===== config.mk =====
export PLATFORM = sky130hd
export DESIGN_NAME = bounded_id_set_registry_unit
export DESIGN_NICKNAME = d
export VERILOG_FILES = /design/src/design/bisr_pkg.sv /design/src/design/bounded_id_set_registry_unit.sv
export SDC_FILE = /design/constraint.sdc
export NUM_CORES = 1
export LEC_CHECK = 0
export BUFFER_PORTS_ARGS = -buffer_cell sky130_fd_sc_hd__clkbuf_2
export CORE_MARGIN = 5
export CORE_UTILIZATION = 25
export DETAILED_ROUTE_END_ITERATION = 6
export PLACE_DENSITY_LB_ADDON = 0.1
export SYNTH_ARGS = -nofsm -noshare
export SYNTH_HDL_FRONTEND = slang
export SYNTH_SLANG_ARGS = --single-unit
export TNS_END_PERCENT = 30

===== constraint.sdc =====
create_clock -name clk_i -period 13.4 [get_ports clk_i]
set_input_delay 1.34 -clock clk_i [delete_from_list [all_inputs] [get_ports clk_i]]
set_output_delay 1.34 -clock clk_i [all_outputs]
set_load 0.1 [all_outputs]

===== src/design/bisr_pkg.sv =====
// ----------------------------------------------------------------------------
// bisr_pkg
// shared types and constants of the bounded id set registry
// ----------------------------------------------------------------------------
package bisr_pkg;

  localparam logic [31:0] ID_INVALID = 32'hFFFF_FFFF;

  typedef enum logic [1:0] {
    OP_REGISTER   = 2'd0,
    OP_UNREGISTER = 2'd1,
    OP_MATCH      = 2'd2,
    OP_LIST       = 2'd3
  } op_e;

  typedef enum logic [2:0] {
    ST_OK    = 3'd0,
    ST_PERM  = 3'd1,
    ST_INVAL = 3'd2,
    ST_EXIST = 3'd3,
    ST_FULL  = 3'd4,
    ST_NOENT = 3'd5
  } status_e;

  typedef enum logic [2:0] {
    S_IDLE,
    S_RD,
    S_CMP,
    S_SH_RD,
    S_SH_WR,
    S_LIST_RD,
    S_LIST_OUT
  } state_e;

endpackage


===== src/design/bounded_id_set_registry_unit.sv =====
// ----------------------------------------------------------------------------
// bounded_id_set_registry_unit
// ordered set of up to DEPTH user ids held in one synchronous memory
// ----------------------------------------------------------------------------
// a request is taken at a rising edge with start high and busy low. op selects
// register, unregister, match or list. each result shows for one cycle with
// valid_o high; the receiver cannot stall, so results are never held.
// the ids sit in a single-port-read, single-port-write memory with registered
// read data; every lookup walks the stored entries one read at a time.
// a rejected register or unregister and a list of an empty set are answered
// straight from idle. match and register read and compare one entry at a
// time until a hit or the end of the set; unregister scans the same way, then
// moves each later entry down one position with a read and a write. list
// reads each entry in turn and shows it as one result.
// the scan loop does one read and one compare per entry.
// busy stays high until the last result has been loaded into the output
// register; the next request can be taken in the cycle that result shows.
// reset empties the set; memory contents are not cleared, since no position
// at or above the count is ever read.
// ----------------------------------------------------------------------------
module bounded_id_set_registry_unit
  import bisr_pkg::*;
#(
  parameter int unsigned DEPTH = 32
) (
  input  logic        clk_i,
  input  logic        rst_ni,
  input  logic        start,
  output logic        busy,
  input  logic [1:0]  op_i,
  input  logic [31:0] id_value_i,
  input  logic        caller_privileged_i,
  output logic        valid_o,
  output logic [2:0]  status_o,
  output logic        found_o,
  output logic [5:0]  entry_index_o,
  output logic [31:0] entry_id_o,
  output logic        entry_valid_o,
  output logic [6:0]  entry_count_o,
  output logic        last_o
);

  localparam int unsigned IW = (DEPTH > 1) ? $clog2(DEPTH) : 1;
  localparam int unsigned CW = $clog2(DEPTH + 1);
  localparam logic [CW-1:0] FULL_COUNT = CW'(DEPTH);

  state_e state_q, state_d;

  logic [CW-1:0] count_q, count_d;
  logic [CW-1:0] ptr_q, ptr_d;
  logic [CW-1:0] ptr_nx;
  op_e           op_q, op_d;
  logic [31:0]   id_q, id_d;

  logic [31:0]   mem_q [DEPTH];
  logic [31:0]   rdata_q;
  logic          mem_we, mem_re;
  logic [IW-1:0] waddr, raddr;
  logic [31:0]   wdata;

  logic          res_vld_q, res_vld_d;
  status_e       res_status_q, res_status_d;
  logic          res_found_q, res_found_d;
  logic [5:0]    res_index_q, res_index_d;
  logic [31:0]   res_id_q, res_id_d;
  logic          res_evalid_q, res_evalid_d;
  logic [6:0]    res_count_q, res_count_d;
  logic          res_last_q, res_last_d;

  logic accept, early_rej, list_empty, hit, at_end, shift_end, list_end, full;

  assign accept     = start && !busy;
  assign early_rej  = (op_i == OP_REGISTER || op_i == OP_UNREGISTER) &&
                      (!caller_privileged_i || id_value_i == ID_INVALID);
  assign list_empty = (op_i == OP_LIST) && (count_q == '0);
  assign ptr_nx     = ptr_q + CW'(1);
  assign hit        = (rdata_q == id_q);
  assign at_end     = (ptr_q == count_q);
  assign shift_end  = (ptr_nx == count_q);
  assign list_end   = (ptr_nx == count_q);
  assign full       = (count_q == FULL_COUNT);

  // next state
  always_comb begin
    state_d = state_q;
    unique case (state_q)
      S_IDLE: begin
        if (accept) begin
          if (early_rej || list_empty) begin
            state_d = S_IDLE;
          end else if (op_i == OP_LIST) begin
            state_d = S_LIST_RD;
          end else begin
            state_d = S_RD;
          end
        end
      end
      S_RD: begin
        state_d = at_end ? S_IDLE : S_CMP;
      end
      S_CMP: begin
        if (hit) begin
          state_d = (op_q == OP_UNREGISTER) ? S_SH_RD : S_IDLE;
        end else begin
          state_d = S_RD;
        end
      end
      S_SH_RD: begin
        state_d = shift_end ? S_IDLE : S_SH_WR;
      end
      S_SH_WR: begin
        state_d = S_SH_RD;
      end
      S_LIST_RD: begin
        state_d = S_LIST_OUT;
      end
      S_LIST_OUT: begin
        state_d = list_end ? S_IDLE : S_LIST_RD;
      end
      default: begin
        state_d = S_IDLE;
      end
    endcase
  end

  // datapath and results
  always_comb begin
    count_d      = count_q;
    ptr_d        = ptr_q;
    op_d         = op_q;
    id_d         = id_q;
    mem_we       = 1'b0;
    mem_re       = 1'b0;
    waddr        = ptr_q[IW-1:0];
    raddr        = ptr_q[IW-1:0];
    wdata        = rdata_q;
    res_vld_d    = 1'b0;
    res_status_d = ST_OK;
    res_found_d  = 1'b0;
    res_index_d  = '0;
    res_id_d     = '0;
    res_evalid_d = 1'b0;
    res_last_d   = 1'b1;
    unique case (state_q)
      S_IDLE: begin
        if (accept) begin
          op_d  = op_e'(op_i);
          id_d  = id_value_i;
          ptr_d = '0;
          if (early_rej) begin
            res_vld_d    = 1'b1;
            res_status_d = !caller_privileged_i ? ST_PERM : ST_INVAL;
          end else if (list_empty) begin
            res_vld_d = 1'b1;
          end
        end
      end
      S_RD: begin
        if (at_end) begin
          res_vld_d = 1'b1;
          case (op_q)
            OP_REGISTER: begin
              if (full) begin
                res_status_d = ST_FULL;
              end else begin
                mem_we  = 1'b1;
                waddr   = count_q[IW-1:0];
                wdata   = id_q;
                count_d = count_q + CW'(1);
              end
            end
            OP_UNREGISTER: res_status_d = ST_NOENT;
            default:       res_status_d = ST_OK;
          endcase
        end else begin
          mem_re = 1'b1;
        end
      end
      S_CMP: begin
        if (hit) begin
          case (op_q)
            OP_REGISTER: begin
              res_vld_d    = 1'b1;
              res_status_d = ST_EXIST;
            end
            OP_MATCH: begin
              res_vld_d   = 1'b1;
              res_found_d = 1'b1;
              res_index_d = 6'(ptr_q);
            end
            default: ;
          endcase
        end else begin
          ptr_d = ptr_nx;
        end
      end
      S_SH_RD: begin
        if (shift_end) begin
          count_d   = count_q - CW'(1);
          res_vld_d = 1'b1;
        end else begin
          mem_re = 1'b1;
          raddr  = ptr_nx[IW-1:0];
        end
      end
      S_SH_WR: begin
        mem_we = 1'b1;
        ptr_d  = ptr_nx;
      end
      S_LIST_RD: begin
        mem_re = 1'b1;
      end
      S_LIST_OUT: begin
        res_vld_d    = 1'b1;
        res_index_d  = 6'(ptr_q);
        res_id_d     = rdata_q;
        res_evalid_d = 1'b1;
        res_last_d   = list_end;
        ptr_d        = ptr_nx;
      end
      default: ;
    endcase
    res_count_d = 7'(count_d);
  end

  always_ff @(posedge clk_i or negedge rst_ni) begin
    if (!rst_ni) begin
      state_q   <= S_IDLE;
      count_q   <= '0;
      res_vld_q <= 1'b0;
    end else begin
      state_q   <= state_d;
      count_q   <= count_d;
      res_vld_q <= res_vld_d;
    end
  end

  always_ff @(posedge clk_i) begin
    ptr_q        <= ptr_d;
    op_q         <= op_d;
    id_q         <= id_d;
    res_status_q <= res_status_d;
    res_found_q  <= res_found_d;
    res_index_q  <= res_index_d;
    res_id_q     <= res_id_d;
    res_evalid_q <= res_evalid_d;
    res_count_q  <= res_count_d;
    res_last_q   <= res_last_d;
  end

  // id storage
  always_ff @(posedge clk_i) begin
    if (mem_we) begin
      mem_q[waddr] <= wdata;
    end
    if (mem_re) begin
      rdata_q <= mem_q[raddr];
    end
  end

  assign busy          = (state_q != S_IDLE);
  assign valid_o       = res_vld_q;
  assign status_o      = res_status_q;
  assign found_o       = res_found_q;
  assign entry_index_o = res_index_q;
  assign entry_id_o    = res_id_q;
  assign entry_valid_o = res_evalid_q;
  assign entry_count_o = res_count_q;
  assign last_o        = res_last_q;

endmodule

==> impl_metrics.py <==
metrics = {
    "status": {
        "run_status": "completed",
    },
    "power_and_ir_drop": {
        "power_frac_clock_pct": 24.8,
        "seqPwrFrac_pct": 34.1,
        "powerDensity_mw_per_mm2": 260,
        "p_int_mw": 8.33,
        "cellLeakagePower_nw": 17.9,
        "switching_share_pct": 43.4,
        "peakVddDrop_v": 0.000157,
        "power_mw": 14.7,
        "combPwrFrac_pct": 41.1,
        "netSwitchingPower_mw": 6.38,
    },
    "timing": {
        "grt_setup_unrepaired": "false",
        "timing_max_transition_violations_final": 0,
        "report.final.setup_viol": 0,
        "finalCritPeriodShare_pct": 43.5,
        "timing_hold_violations_final": 0,
        "worst-slew-pin-transition_ns": 1.44,
        "fmax_ghz": 0.171,
        "setup-tns-final_ns": 0,
        "finClkSkew_ns": 0.0253,
        "min_period_ns": 5.83,
        "max_slew_headroom_at_the_worst_pin_pct": 2.98,
    },
    "final_layout": {
        "num-nets-final": 3543,
        "post_route_cells_drive_above_1_share_pct": 15.4,
        "layout.cell_area.non_filler_mm2": 0.0565,
        "finalCoreUtilization_pct": 29.3,
        "final_instance_count_without_filler_cells": 6138,
        "synthToLayoutAreaGrowth_pct": 16.5,
        "nFillCells": 19301,
    },
    "synth": {
        "synthesized_netlist_cell_count": 3447,
        "async_flop_share_pct": 0.865,
        "post_synth.cell_area_avg_um2": 14.1,
        "post_synth_main_area_contributors": "sky130_fd_sc_hd__edfxtp_1 (68%), sky130_fd_sc_hd__a211oi_1 (2.6%), sky130_fd_sc_hd__nand2_1 (2.3%)",
        "synth_warnings": 0,
        "synth_top_area_share_pct": 67.8,
        "number_of_flip_flops_and_latches_in_the_synthesized_netlist": 1156,
        "post_synth_most_frequent_cells": "sky130_fd_sc_hd__edfxtp_1 (1096), sky130_fd_sc_hd__nand2_1 (299), sky130_fd_sc_hd__nor2_1 (207)",
        "synth_seq_area_share_pct": 70.4,
        "synthMostInstantiatedCell": "sky130_fd_sc_hd__edfxtp_1",
        "synth.net_count": 3489,
        "synth_top_cell_by_area": "sky130_fd_sc_hd__edfxtp_1",
        "syn-cell-area_mm2": 0.0485,
        "synth_ff_type": "sky130_fd_sc_hd__edfxtp_1",
        "yosysUniqueCellTypes": 73,
        "synth_edf_count": 1096,
    },
    "place": {
        "hpwl_mm": 105,
        "post_dp_cell_area_mm2": 0.0522,
        "io_buffer_count": 89,
        "final_weighted_congestion_in_routability_driven_placement": 0.762,
        "placed_cells_incl_taps": 5889,
    },
    "grt": {
        "first_global_vias": 31186,
        "grt_start_max_net_pins": 142,
        "grtUsageTotal_pct": 17.8,
        "grt_first_pass_wirelength_mm": 258,
        "globalRouteOverflowTotal": 0,
        "antenna_violations_before_repair": 11,
    },
    "worst_setup_path": {
        "worst-r2r-cell-count": 12,
        "criticalPathCategory": "flop to flop",
        "rr_endpoint": "rdata_q[22]",
        "crit_path_start": "ptr_q[3]",
        "crit_required_ns": 14.02,
        "cp_max_fo": 140,
        "timing.critical_path.to_type": "flop",
        "timing.rr.start": "ptr_q[3]",
        "ff2ff_setup_slack_ns": 7.57,
        "worstSetupStartpointType": "flop",
        "critical_path.endpoint": "rdata_q[22]",
        "arrival_time_of_data_at_the_critical_path_endpoint_ns": 6.45,
    },
    "die": {
        "io_pins": 91,
        "die_area_mm2": 0.203,
        "design.core.area_mm2": 0.193,
        "initial_utilization_pct": 25.2,
        "cell_rows": 161,
        "die_x_um": 451,
        "die_height_um": 451,
    },
    "cts": {
        "postCtsSetupBuffers": 0,
        "clockBufferDepth": 3,
        "clockRootBuffer": "sky130_fd_sc_hd__clkbuf_16",
        "cts_tree": "built",
        "cts-buffers-inserted": 136,
        "ctsResizeCount": 0,
        "maximum_level_of_the_cts_h_tree": 4,
        "cts-hold-fix-buffers": 0,
        "clock_latency_ns": 0.78,
        "clock-sinks": 1156,
        "cts.reportedPaths.clkPinSlew_ns": 0.06,
    },
    "routing": {
        "remaining_drc_errors": 0,
        "vias": 31711,
        "route.detailed.vias_per_inst": 5.17,
        "detail_route.first_pass.iterations": 5,
        "antenna_violating_nets_post_route": 0,
        "average_wire_per_standard_cell_um": 30.3,
        "drt_iter0_drc": 3062,
        "drt-total-wl_mm": 186,
    },
    "run": {
        "max_cap_violations": 0,
    },
    "hold_path": {
        "hold_class": "input port to async pin",
    },
}
state kept, by name (all words and copies together), names as in the netlist:
| register | cells |
|---|---|
| id_q | 32 |
| entry_id_o | 32 |
| valid_o | 1 |
| found_o | 1 |
| count_q | 6 |
| last_o | 1 |
| state_q | 3 |
| entry_count_o | 6 |
| mem_q | 1024 |
| entry_valid_o | 1 |
| status_o | 3 |
| op_q | 2 |
| rdata_q | 32 |
| ptr_q | 6 |
| entry_index_o | 6 |
kinds of logic after synthesis:
family                     share of synthesized area [%]
DFF                                                 70.4
and+or+nand+nor                                     10.7
AOI/OAI and AO/OA                                   11.1
buffers and inverters                               2.42
muxes                                               4.25
xor gates and xnor gates                           0.949
adders and majority gates                          0.124
other                                            0.00773
through the flow:
stage                     hold WS [ns]  setup WS (ns)
after global routing             0.422           7.23
after global placement           0.677           7.09
after floorplan                  0.490           8.50
final                            0.441           7.57
after CTS                        0.383           7.53
after detailed placement         0.660           7.56
placed cells by master, fill, tap and decap left out, types with 25 or more instances in the layout:
master / instances
sky130_fd_sc_hd__nor2_1: 181
sky130_fd_sc_hd__xnor2_1: 39
sky130_fd_sc_hd__a32o_1: 32
sky130_fd_sc_hd__nand2_1: 296
sky130_fd_sc_hd__o21ai_0: 43
sky130_fd_sc_hd__a32oi_1: 29
sky130_fd_sc_hd__mux2i_1: 97
sky130_fd_sc_hd__clkbuf_16: 142
sky130_fd_sc_hd__nor3_1: 25
sky130_fd_sc_hd__clkinv_1: 30
sky130_fd_sc_hd__a211oi_1: 168
sky130_fd_sc_hd__a2111oi_0: 98
sky130_fd_sc_hd__clkbuf_2: 89
sky130_fd_sc_hd__mux2_2: 97
sky130_fd_sc_hd__and3_1: 132
sky130_fd_sc_hd__nand3_1: 80
sky130_fd_sc_hd__buf_4: 95
sky130_fd_sc_hd__o221ai_1: 97
sky130_fd_sc_hd__or4_1: 33
sky130_fd_sc_hd__and2_1: 104
sky130_fd_sc_hd__nor2_4: 25
sky130_fd_sc_hd__clkbuf_1: 29
sky130_fd_sc_hd__dfxtp_1: 50
sky130_fd_sc_hd__a31oi_1: 28
sky130_fd_sc_hd__nor4_1: 90
sky130_fd_sc_hd__edfxtp_1: 1096
sky130_fd_sc_hd__o22ai_1: 158
per-layer routing:
metal	vias up	share of wire (%)	global-route usage (%)
met3	206	4.8	2.46
met5	-	0.015	0
met1	16629	48	26.0
met4	4	2.8	5.32
li1	13894	-	-
met2	978	44	27.4
cell type report:
cell class | instances | area, µm² | share of cell area [%]
Sequential cell | 1156 | 34200 | 60.4
Multi-Input combinational cell | 2006 | 13600 | 24.1
Clock buffer | 175 | 3700 | 6.55
Tap cell | 2526 | 3160 | 5.59
Timing Repair Buffer | 189 | 1250 | 2.21
Clock inverter | 69 | 598 | 1.06
Inverter | 12 | 47.5 | 0.0841
Antenna cell | 5 | 12.5 | 0.0221
worst min-delay path by stage:
stage                    start             to  slack, ns  cells past startpoint
finish                  rst_ni     state_q[0]       0.44                      1
global route            rst_ni     state_q[0]       0.42                      1
global placement    count_q[4]     count_q[4]       0.68                      1
detailed placement  count_q[4]     count_q[4]       0.66                      1
CTS                     rst_ni        valid_o       0.38                      1
floorplan           rdata_q[0]  entry_id_o[0]       0.49                      1
critical path, cell delays in order (launching register included):
cell and delay (ns):
sky130_fd_sc_hd__edfxtp_1 0.69, sky130_fd_sc_hd__nand3_1 0.60, sky130_fd_sc_hd__or4_4 0.69, sky130_fd_sc_hd__o31a_2 0.21, sky130_fd_sc_hd__o21ai_4 0.17, sky130_fd_sc_hd__buf_4 0.44, sky130_fd_sc_hd__buf_12 0.51, sky130_fd_sc_hd__o22a_2 0.24
sky130_fd_sc_hd__buf_4 0.50, sky130_fd_sc_hd__a211oi_1 0.10, sky130_fd_sc_hd__or4_1 0.71, sky130_fd_sc_hd__a32o_1 0.40, sky130_fd_sc_hd__nor3_2 0.20
power groups by stage:
stage          combinational (mW)  sequential (mW)  clock, mW
4_1_cts                      6.13             5.02       3.75
6_report                     6.04             5.02       3.65
3_5_place_dp                 6.11             5.09          0
3_3_place_gp                 6.11             5.10          0
2_1_floorplan                3.16             5.05          0
5_1_grt                      6.40             5.03       3.89
No activity file was read; power rests on OpenSTA's default activity.
